==> config.mk <==
export PLATFORM = sky130hd
export DESIGN_NAME = grid_ray_cell_traversal_top
export DESIGN_NICKNAME = d
export VERILOG_FILES = /design/src/design/grt_pkg.sv /design/src/design/grt_div.sv /design/src/design/grt_datapath.sv /design/src/design/grt_ctrl.sv /design/src/design/grid_ray_cell_traversal_top.sv
export VERILOG_INCLUDE_DIRS = /design/src /design/src/design
export SDC_FILE = /design/constraint.sdc
export NUM_CORES = 1
export LEC_CHECK = 0
export BUFFER_PORTS_ARGS = -buffer_cell sky130_fd_sc_hd__clkbuf_2
export CAP_MARGIN = 10
export CELL_PAD_IN_SITES_DETAIL_PLACEMENT = 0
export CELL_PAD_IN_SITES_GLOBAL_PLACEMENT = 1
export CORE_MARGIN = 3
export CORE_UTILIZATION = 46
export CTS_CLUSTER_SIZE = 14
export DETAILED_ROUTE_END_ITERATION = 10
export PLACE_DENSITY = 0.81
export SLEW_MARGIN = 20
export SYNTH_ARGS = -nofsm -noshare
export SYNTH_HDL_FRONTEND = slang
export SYNTH_SLANG_ARGS = --single-unit
==> constraint.sdc <==
create_clock -name i_clk -period 8.9 [get_ports i_clk]
set_clock_uncertainty 0.2 [all_clocks]
set_input_delay 1.335 -clock i_clk [delete_from_list [all_inputs] [get_ports i_clk]]
set_output_delay 1.335 -clock i_clk [all_outputs]
set_load 0.01 [all_outputs]
==> src/design/grid_ray_cell_traversal_top_defines.svh <==
// assertion macros for the grid ray cell traversal block
// used by the controller and datapath files, no other dependencies
`ifndef GRID_RAY_CELL_TRAVERSAL_TOP_DEFINES_SVH
`define GRID_RAY_CELL_TRAVERSAL_TOP_DEFINES_SVH

// same-cycle implication, disabled during reset
`define GRT_ASSERT_IMPL(label, clk, rst_n, ante, cons) \
    label: assert property (@(posedge clk) disable iff (!rst_n) (ante) |-> (cons)) \
        else $error("grt assertion failed");

// next-cycle implication, disabled during reset
`define GRT_ASSERT_NEXT(label, clk, rst_n, ante, cons) \
    label: assert property (@(posedge clk) disable iff (!rst_n) (ante) |=> (cons)) \
        else $error("grt assertion failed");

`endif

==> src/design/grt_pkg.sv <==
// shared constants, item structs and control structs for the grid ray traversal
// no dependencies
`default_nettype none

package grt_pkg;

    localparam int GRID_CELLS_DEF = 32;
    localparam int FRAC_BITS_DEF  = 8;

    localparam int POS_W  = 13;
    localparam int CELL_W = 5;
    localparam int T_W    = 18;
    localparam int T_FRAC = 16;

    localparam logic [T_W-1:0] T_ONE = 18'h10000;
    localparam logic [T_W-1:0] T_MAX = 18'h3FFFF;

    localparam logic [CELL_W-1:0] STEP_UP   = 5'h01;
    localparam logic [CELL_W-1:0] STEP_DOWN = 5'h1F;
    localparam logic [CELL_W-1:0] STEP_NONE = 5'h00;

    typedef struct packed {
        logic [POS_W-1:0] ray_start_x;
        logic [POS_W-1:0] ray_start_y;
        logic [POS_W-1:0] ray_end_x;
        logic [POS_W-1:0] ray_end_y;
    } t_in_item;

    typedef struct packed {
        logic [CELL_W-1:0] cell_col;
        logic [CELL_W-1:0] cell_row;
        logic              last_cell;
    } t_out_item;

    typedef struct packed {
        logic load;
        logic step_div;
        logic take;
        logic emit;
    } t_cmd;

    typedef struct packed {
        logic div_done;
        logic cur_ok;
        logic last;
    } t_status;

endpackage

`default_nettype wire

==> src/design/grt_div.sv <==
// iterative restoring divider, one quotient bit per step, saturated result
// depends on grt_pkg
`default_nettype none

module grt_div #(
    parameter int NUM_W = 25,
    parameter int DEN_W = 13
) (
    input  wire logic                    i_clk,
    input  wire logic                    i_load,
    input  wire logic                    i_step,
    input  wire logic [NUM_W-1:0]        i_num,
    input  wire logic [DEN_W-1:0]        i_den,
    output logic [grt_pkg::T_W-1:0]      o_quot
);

    logic [NUM_W-1:0] r_num;
    logic [DEN_W-1:0] r_rem;
    logic [DEN_W-1:0] r_den;
    logic [NUM_W-1:0] r_quot;

    logic [DEN_W:0] trial;
    logic [DEN_W:0] diff;
    logic           fits;

    assign trial = {r_rem, r_num[NUM_W-1]};
    assign fits  = trial >= {1'b0, r_den};
    assign diff  = trial - {1'b0, r_den};

    always_ff @(posedge i_clk) begin
        if (i_load) begin
            r_num  <= i_num;
            r_rem  <= '0;
            r_den  <= i_den;
            r_quot <= '0;
        end else if (i_step) begin
            r_num  <= {r_num[NUM_W-2:0], 1'b0};
            r_rem  <= fits ? diff[DEN_W-1:0] : trial[DEN_W-1:0];
            r_quot <= {r_quot[NUM_W-2:0], fits};
        end
    end

    assign o_quot = (r_quot > NUM_W'(grt_pkg::T_MAX)) ? grt_pkg::T_MAX
                                                       : r_quot[grt_pkg::T_W-1:0];

endmodule

`default_nettype wire

==> src/design/grt_datapath.sv <==
// datapath: axis set-up, four dividers, traversal registers and output register
// depends on grt_pkg, grt_div and the assertion macro header
`default_nettype none
`include "grid_ray_cell_traversal_top_defines.svh"

module grt_datapath #(
    parameter int GRID_CELLS = grt_pkg::GRID_CELLS_DEF,
    parameter int FRAC_BITS  = grt_pkg::FRAC_BITS_DEF
) (
    input  wire logic              i_clk,
    input  wire logic              i_rst_n,
    input  wire grt_pkg::t_cmd     i_cmd,
    output grt_pkg::t_status       o_status,
    input  wire grt_pkg::t_in_item i_in_item,
    output grt_pkg::t_out_item     o_out_item
);

    localparam int POS_W  = grt_pkg::POS_W;
    localparam int CELL_W = grt_pkg::CELL_W;
    localparam int T_W    = grt_pkg::T_W;
    localparam int DIST_W = FRAC_BITS + 1;
    localparam int NUM_W  = DIST_W + grt_pkg::T_FRAC;
    localparam int CNT_W  = $clog2(NUM_W + 1);
    localparam int N_W    = $clog2(2 * GRID_CELLS);

    localparam logic [N_W-1:0]    MAX_N      = N_W'(2 * GRID_CELLS - 1);
    localparam logic [N_W-1:0]    MAX_N_LESS = N_W'(2 * GRID_CELLS - 2);
    localparam logic [POS_W-1:0]  FMASK      = POS_W'((64'(1) << FRAC_BITS) - 64'(1));
    localparam logic [DIST_W-1:0] DIST_ONE   = DIST_W'(64'(1) << FRAC_BITS);
    localparam logic [NUM_W-1:0]  NUM_TD     = NUM_W'(1) << (FRAC_BITS + grt_pkg::T_FRAC);

    // axis set-up from the incoming item
    logic [POS_W-1:0]  sx, sy, ex, ey;
    logic [POS_W-1:0]  mag_x, mag_y;
    logic [POS_W-1:0]  frac_x, frac_y;
    logic [DIST_W-1:0] dist_x, dist_y;
    logic [CELL_W-1:0] step_x, step_y;
    logic [NUM_W-1:0]  num_x, num_y;

    assign sx = i_in_item.ray_start_x;
    assign sy = i_in_item.ray_start_y;
    assign ex = i_in_item.ray_end_x;
    assign ey = i_in_item.ray_end_y;

    assign frac_x = sx & FMASK;
    assign frac_y = sy & FMASK;

    always_comb begin
        priority if (ex > sx) begin
            mag_x  = ex - sx;
            dist_x = DIST_ONE - DIST_W'(frac_x);
            step_x = grt_pkg::STEP_UP;
        end else if (ex < sx) begin
            mag_x  = sx - ex;
            dist_x = DIST_W'(frac_x);
            step_x = grt_pkg::STEP_DOWN;
        end else begin
            mag_x  = '0;
            dist_x = '0;
            step_x = grt_pkg::STEP_NONE;
        end
        priority if (ey > sy) begin
            mag_y  = ey - sy;
            dist_y = DIST_ONE - DIST_W'(frac_y);
            step_y = grt_pkg::STEP_UP;
        end else if (ey < sy) begin
            mag_y  = sy - ey;
            dist_y = DIST_W'(frac_y);
            step_y = grt_pkg::STEP_DOWN;
        end else begin
            mag_y  = '0;
            dist_y = '0;
            step_y = grt_pkg::STEP_NONE;
        end
    end

    assign num_x = {dist_x, {grt_pkg::T_FRAC{1'b0}}};
    assign num_y = {dist_y, {grt_pkg::T_FRAC{1'b0}}};

    // dividers
    logic [T_W-1:0] q_tdx, q_tx, q_tdy, q_ty;

    grt_div #(.NUM_W(NUM_W), .DEN_W(POS_W)) u_div_tdx (
        .i_clk  (i_clk),
        .i_load (i_cmd.load),
        .i_step (i_cmd.step_div),
        .i_num  (NUM_TD),
        .i_den  (mag_x),
        .o_quot (q_tdx)
    );

    grt_div #(.NUM_W(NUM_W), .DEN_W(POS_W)) u_div_tx (
        .i_clk  (i_clk),
        .i_load (i_cmd.load),
        .i_step (i_cmd.step_div),
        .i_num  (num_x),
        .i_den  (mag_x),
        .o_quot (q_tx)
    );

    grt_div #(.NUM_W(NUM_W), .DEN_W(POS_W)) u_div_tdy (
        .i_clk  (i_clk),
        .i_load (i_cmd.load),
        .i_step (i_cmd.step_div),
        .i_num  (NUM_TD),
        .i_den  (mag_y),
        .o_quot (q_tdy)
    );

    grt_div #(.NUM_W(NUM_W), .DEN_W(POS_W)) u_div_ty (
        .i_clk  (i_clk),
        .i_load (i_cmd.load),
        .i_step (i_cmd.step_div),
        .i_num  (num_y),
        .i_den  (mag_y),
        .o_quot (q_ty)
    );

    logic [CNT_W-1:0] r_cnt;

    always_ff @(posedge i_clk) begin
        if (!i_rst_n) begin
            r_cnt <= '0;
        end else if (i_cmd.load) begin
            r_cnt <= CNT_W'(NUM_W);
        end else if (i_cmd.step_div) begin
            r_cnt <= r_cnt - 1'b1;
        end
    end

    // traversal state
    logic [CELL_W-1:0] r_cx, r_cy, r_sx, r_sy;
    logic [T_W-1:0]    r_tx, r_ty, r_tdx, r_tdy;
    logic [N_W-1:0]    r_n;
    grt_pkg::t_out_item r_out;

    logic           x_adv;
    logic [T_W:0]   sum_x, sum_y;
    logic [T_W-1:0] nx, ny, tx_n, ty_n;
    logic           cur_ok, nxt_ok;

    assign x_adv = r_tx < r_ty;
    assign sum_x = {1'b0, r_tx} + {1'b0, r_tdx};
    assign sum_y = {1'b0, r_ty} + {1'b0, r_tdy};
    assign nx    = (sum_x > {1'b0, grt_pkg::T_MAX}) ? grt_pkg::T_MAX : sum_x[T_W-1:0];
    assign ny    = (sum_y > {1'b0, grt_pkg::T_MAX}) ? grt_pkg::T_MAX : sum_y[T_W-1:0];
    assign tx_n  = x_adv ? nx : r_tx;
    assign ty_n  = x_adv ? r_ty : ny;

    assign cur_ok = (r_tx <= grt_pkg::T_ONE || r_ty <= grt_pkg::T_ONE) && (r_n < MAX_N);
    assign nxt_ok = (tx_n <= grt_pkg::T_ONE || ty_n <= grt_pkg::T_ONE) && (r_n < MAX_N_LESS);

    always_ff @(posedge i_clk) begin
        if (i_cmd.load) begin
            r_cx <= CELL_W'(sx >> FRAC_BITS);
            r_cy <= CELL_W'(sy >> FRAC_BITS);
            r_sx <= step_x;
            r_sy <= step_y;
        end else if (i_cmd.take) begin
            r_tx  <= q_tx;
            r_ty  <= q_ty;
            r_tdx <= q_tdx;
            r_tdy <= q_tdy;
        end else if (i_cmd.emit) begin
            r_out.cell_col  <= r_cx;
            r_out.cell_row  <= r_cy;
            r_out.last_cell <= !nxt_ok;
            r_tx <= tx_n;
            r_ty <= ty_n;
            if (x_adv) begin
                r_cx <= r_cx + r_sx;
            end else begin
                r_cy <= r_cy + r_sy;
            end
        end
    end

    always_ff @(posedge i_clk) begin
        if (!i_rst_n) begin
            r_n <= '0;
        end else if (i_cmd.take) begin
            r_n <= '0;
        end else if (i_cmd.emit) begin
            r_n <= r_n + 1'b1;
        end
    end

    assign o_status.div_done = r_cnt == '0;
    assign o_status.cur_ok   = cur_ok;
    assign o_status.last     = !nxt_ok;
    assign o_out_item        = r_out;

    `GRT_ASSERT_IMPL(a_count_bound, i_clk, i_rst_n, 1'b1, r_n <= MAX_N)
    `GRT_ASSERT_NEXT(a_lookahead, i_clk, i_rst_n, i_cmd.emit && !o_status.last, o_status.cur_ok)

endmodule

`default_nettype wire

==> src/design/grt_ctrl.sv <==
// controller: idle, divide and walk sequencing plus output valid flag
// depends on grt_pkg and the assertion macro header
`default_nettype none
`include "grid_ray_cell_traversal_top_defines.svh"

module grt_ctrl (
    input  wire logic             i_clk,
    input  wire logic             i_rst_n,
    input  wire logic             i_in_valid,
    output logic                  o_in_stall,
    output logic                  o_out_valid,
    input  wire logic             i_out_stall,
    output grt_pkg::t_cmd         o_cmd,
    input  wire grt_pkg::t_status i_status
);

    typedef enum logic [2:0] {
        S_IDLE = 3'b001,
        S_DIV  = 3'b010,
        S_WALK = 3'b100
    } t_state;

    t_state r_state, n_state;
    logic   r_out_valid, n_out_valid;
    logic   room;

    assign room = !r_out_valid || !i_out_stall;

    always_comb begin
        n_state = r_state;
        o_cmd   = '0;
        unique case (r_state)
            S_IDLE: begin
                if (i_in_valid) begin
                    o_cmd.load = 1'b1;
                    n_state    = S_DIV;
                end
            end
            S_DIV: begin
                if (i_status.div_done) begin
                    o_cmd.take = 1'b1;
                    n_state    = S_WALK;
                end else begin
                    o_cmd.step_div = 1'b1;
                end
            end
            S_WALK: begin
                if (room) begin
                    if (i_status.cur_ok) begin
                        o_cmd.emit = 1'b1;
                        if (i_status.last) begin
                            n_state = S_IDLE;
                        end
                    end else begin
                        n_state = S_IDLE;
                    end
                end
            end
            default: begin
                n_state = S_IDLE;
            end
        endcase
    end

    always_comb begin
        priority if (o_cmd.emit) begin
            n_out_valid = 1'b1;
        end else if (!i_out_stall) begin
            n_out_valid = 1'b0;
        end else begin
            n_out_valid = r_out_valid;
        end
    end

    always_ff @(posedge i_clk) begin
        if (!i_rst_n) begin
            r_state     <= S_IDLE;
            r_out_valid <= 1'b0;
        end else begin
            r_state     <= n_state;
            r_out_valid <= n_out_valid;
        end
    end

    assign o_in_stall  = r_state != S_IDLE;
    assign o_out_valid = r_out_valid;

    `GRT_ASSERT_IMPL(a_emit_room, i_clk, i_rst_n, o_cmd.emit, r_state == S_WALK && room)
    `GRT_ASSERT_NEXT(a_last_exit, i_clk, i_rst_n, o_cmd.emit && i_status.last, r_state == S_IDLE && r_out_valid)
    `GRT_ASSERT_NEXT(a_div_quiet, i_clk, i_rst_n, r_state == S_DIV, !$rose(r_out_valid))

endmodule

`default_nettype wire

==> src/design/grid_ray_cell_traversal_top.sv <==
// top level of the grid ray cell traversal block
// depends on grt_pkg, grt_ctrl and grt_datapath
//
// input channel: one item is a ray segment, start and end points in unsigned
// fixed point grid units; it is taken when i_in_valid is high and o_in_stall
// is low. o_in_stall is low only while the block is idle.
// output channel: one item per crossed cell (column, row, last_cell flag),
// taken when o_out_valid is high and i_out_stall is low. the cell holding the
// end point is not sent, and a ray that stays inside one cell sends nothing.
// sequence: an accept loads four iterative dividers of FRAC_BITS+17 quotient
// bits (25 by default) that run in parallel, their results then move into the
// walk registers, and then one cell leaves per cycle while the output is not
// stalled. a ray sends at most 2*GRID_CELLS-1 cells. the next ray is accepted
// as soon as the last cell of the previous ray sits in the output register.
// reset: returns to idle and drops o_out_valid; nothing is kept between rays.
// stall: while i_out_stall holds a waiting cell, the walk pauses in place.
`default_nettype none

module grid_ray_cell_traversal_top #(
    parameter int GRID_CELLS = grt_pkg::GRID_CELLS_DEF,
    parameter int FRAC_BITS  = grt_pkg::FRAC_BITS_DEF
) (
    input  wire logic              i_clk,
    input  wire logic              i_rst_n,
    input  wire logic              i_in_valid,
    output logic                   o_in_stall,
    input  wire grt_pkg::t_in_item i_in_item,
    output logic                   o_out_valid,
    input  wire logic              i_out_stall,
    output grt_pkg::t_out_item     o_out_item
);

    grt_pkg::t_cmd    cmd;
    grt_pkg::t_status status;

    grt_ctrl u_ctrl (
        .i_clk       (i_clk),
        .i_rst_n     (i_rst_n),
        .i_in_valid  (i_in_valid),
        .o_in_stall  (o_in_stall),
        .o_out_valid (o_out_valid),
        .i_out_stall (i_out_stall),
        .o_cmd       (cmd),
        .i_status    (status)
    );

    grt_datapath #(
        .GRID_CELLS (GRID_CELLS),
        .FRAC_BITS  (FRAC_BITS)
    ) u_datapath (
        .i_clk      (i_clk),
        .i_rst_n    (i_rst_n),
        .i_cmd      (cmd),
        .o_status   (status),
        .i_in_item  (i_in_item),
        .o_out_item (o_out_item)
    );

endmodule

`default_nettype wire

==> impl_results.md <==
- Final nets: 2371
- Adder-cell area share of the yosys netlist: 12.3%
- Area grow syn2layout: 10.3%
- Clk_lat worst skew: between 0.5 and 0.6 ns
- CTS Hold Bufs: 0
- Main combinational cell family by area after synthesis: compound AO/OA/AOI/OAI gates
- TritonCTS clock tree: built
- Syn. warnings: 0
- Layout cells sized above 1: 9.54%
- Non-filler cells in the finished layout: 2685
- EDFF count, synth: roughly 140
- Total power: 0.00362 W
- CTS buffer count: 35
- Syn nets: 2332
- CTS max path bufs: 3
- Buffers on Ports: 68
- Critical Path RT: between 9 and 10 ns
- DR WL/cell: 17.2 um
- Num Clock Sinks: approximately 300
- Worst Tran Pin Value: 1.03 ns
- Min-Delay Path Class: reg2reg
- CP Max Fanout: 21
- DRC Markers: 0
- CP startpoint: i_in_item[28]
- I/O pin cnt: 69
- Average size of a mapped cell: 9.09 um2
- Hold EP: u_datapath.u_div_tdx.r_rem[12]
- Worst R2R End: u_ctrl.r_state[0]
- Synthesized flop and latch total: 309
- MaxCap Viol Count: 0
- Die footprint: 43900 um2
- Ant. Diodes: 0
- Worst VDD drop: 0.105 mV
- CTS H-tree lvls: 2
- Leakage: about 9.0 nW
- Post-Route WL: 46200 um
- Hpwl dp: 33400 um
- Hold_ws: 0.262 ns
- Mapped Cells: about 2100
- Status: finished, final reports clean
- Post-CTS Resized: 0
- Final min period: 4.42 ns
- First-pass GRT wire length: ~76000 um
- Xor and xnor area share after synthesis: 3.31%
- Crit Path Class: in2reg
- Placed cells: approximately 2600
- Routed vias: roughly 16000
- Sequential area share after synthesis: 39.9%
- Slew Limit Fails: 0
- Final Hold Fails: 0
- CTS Root Cell: clkbuf_16
- Total grt overflow: 0
- Post-CTS Setup Inserts: 0
- GRT Util Overall: 20.5%
- CP Launch Type: input port
- Multiplexer area fraction after synthesis: a little under 2%
- Min-delay src: u_datapath.u_div_tdx.r_rem[12]
- Worst path arrival time: 4.58 ns
- Reg2reg setup slack: 4.72 ns
- Worst hold stages: 2
- Fmax: ~230 MHz
- Vias in the first global route: 14981
- Worst r2r src: u_datapath.r_ty[11]
- RSZ-0062 raised after global routing: false
- Vias per cell: 5.78
- Number of routed nets with antenna violations: 0
- Rel. slew slack: 31.0%
- Final worst-path cycle share: 49.7%
- Initial antenna violation count: 0
- Simple-Gate Fraction of Synth Area: 14.6%
- Initial DRT Pass Iterations: 5
- Reg clk slew, reported paths: 0.06 ns
- Routability cong.: 0.848
- Die height: 210 um
- Cells on worst reg2reg path: 11
- Final TNS setup: 0 ns
- Synth Area in Compound Gates: a little under a quarter
- Number of distinct library cells after synthesis: 75
- Crit path capture type: flip-flop
- Initial DRC Count: 1103
- Initial Utilization: between 40% and 50%
- Fillers: 3809
- Fraction of registers with async set/reset: 0%
- Syn Std Cell Area: 19100 um2
- Main flop type after synthesis: dfxtp_1
- Die width: 210 um
- Final setup fails: 0
- Core Rows: 73
- Pwr dens: 172 nW/um2
- Core Area: 40400 um2
- Largest net degree at the start of global routing: ~110
==> area by class of cell <==
type | instances | area, um2 | area share (%)
multi-input cells | 1537 | 10500 | 50.2
flip-flops and latches | 309 | 7600 | 36.1
clock buffers | 48 | 955 | 4.54
well taps | 525 | 657 | 3.12
inverters | 165 | 619 | 2.95
repair buffers | 87 | 487 | 2.31
clock inverters | 14 | 165 | 0.785
==> through the flow <==
stage / util (%) / setup WS (ns) / cell area (um2)
after detailed placement: 49.3 / 3.98 / 19900
after floorplan: - / 4.82 / 19100
after global routing: 52.1 / 4.16 / 21000
after CTS: 52.1 / 4.53 / 21000
final: 52.1 / 4.48 / 21000
after global placement: 49.3 / 4.03 / 19900
==> Yosys cell counts, types with 5 or more instances <==
cell | n | area, um2
nand2_1 | 185 | 694
dfxtp_1 | 168 | 3360
ha_1 | 168 | 2100
inv_1 | 164 | 616
a21oi_1 | 161 | 806
o21ai_0 | 148 | 741
nor2_1 | 145 | 544
edfxtp_1 | 141 | 4230
a22o_1 | 105 | 920
clkbuf_1 | 75 | 282
a21o_1 | 61 | 458
or2_2 | 53 | 332
nand3_1 | 46 | 230
xnor2_1 | 40 | 350
mux2i_1 | 33 | 330
nor3_1 | 33 | 165
xor2_1 | 32 | 280
nand4_1 | 29 | 181
a31oi_1 | 23 | 144
nor2b_1 | 23 | 144
a21boi_0 | 19 | 143
nor4_1 | 15 | 93.8
o22ai_1 | 15 | 93.8
a211oi_1 | 13 | 97.6
a221oi_1 | 13 | 114
o211ai_1 | 13 | 97.6
o21bai_1 | 13 | 97.6
or3_1 | 13 | 81.3
fa_1 | 12 | 240
nand2b_1 | 12 | 75.1
o21a_1 | 10 | 75.1
o31ai_1 | 9 | 67.6
a22oi_1 | 8 | 60.1
o22a_1 | 8 | 70.1
and2_1 | 7 | 43.8
buf_1 | 6 | 22.5
and3_1 | 5 | 31.3
==> report_power, final <==
| group | switching, W | leakage [nW] | internal (W) |
|---|---|---|---|
| Combinational | 0.000383 | 5.81 | 0.000234 |
| Sequential | 0.0000288 | 2.63 | 0.00155 |
| Clock | 0.000581 | 0.534 | 0.000841 |
| Total | 0.000993 | 8.98 | 0.00263 |
==> worst max path at each step <==
stage / to / slack (ns)
after floorplan: u_datapath.u_div_tdx.r_den[7] / 4.82
after global placement: u_datapath.u_div_tx.r_num[20] / 4.03
after detailed placement: u_datapath.u_div_tx.r_num[20] / 3.98
after CTS: u_datapath.u_div_tx.r_num[21] / 4.53
after global routing: u_datapath.u_div_tx.r_num[21] / 4.16
final: u_datapath.u_div_ty.r_num[23] / 4.48
==> worst max-delay path, cell delays in order <==
cell and delay (ns):
clkbuf_2 0.12, ha_1 0.39, inv_1 0.08, o21bai_1 0.26
a21o_1 0.16, a21o_1 0.15, a21o_1 0.16, a21oi_1 0.09
a21oi_1 0.17, inv_1 0.32, nor2_1 0.80, o311ai_0 0.28
a31oi_1 0.24
==> metal layers <==
metal | vias to the layer above | global-route usage [%] | part of all wire, %
met2 | 325 | 33.2 | 46
met3 | 51 | 2.57 | 4.4
met5 | - | 0 | 0
met4 | 0 | 4.67 | 2.0
li1 | 7710 | - | -
met1 | 7435 | 29.4 | 48
==> kinds of logic (layout without fill, tap and decap cells) <==
group,Yosys count,after routing
xor+xnor,72,72
fa+ha+maj,180,180
mux,37,37
buf+inv,250,314
simple gates,585,585
compound gates,663,663
flops,309,309
==> cells in the final DEF, fill, tap and decap left out, drive strengths merged, types with 29 or more instances in the layout <==
cell type,instances
a22o,105
ha,168
nor2,145
xor2,32
dfxtp,168
a21o,61
inv,164
clkbuf,116
nor3,34
xnor2,40
o21ai,150
a21oi,163
mux2i,33
nand2,185
edfxtp,141
or2,53
nand4,29
nand3,47
==> state kept, by name (all words and copies together) (netlist names), 18 cells and up <==
signal and count:
u_datapath.u_div_tx.r_quot 25, u_datapath.r_tx 18, u_datapath.u_div_ty.r_quot 25, u_datapath.r_ty 18, u_datapath.r_tdy 18, u_datapath.u_div_tdy.r_quot 25
u_datapath.u_div_tdx.r_quot 25, u_datapath.r_tdx 18
Power figures use the tool's default switching activity.
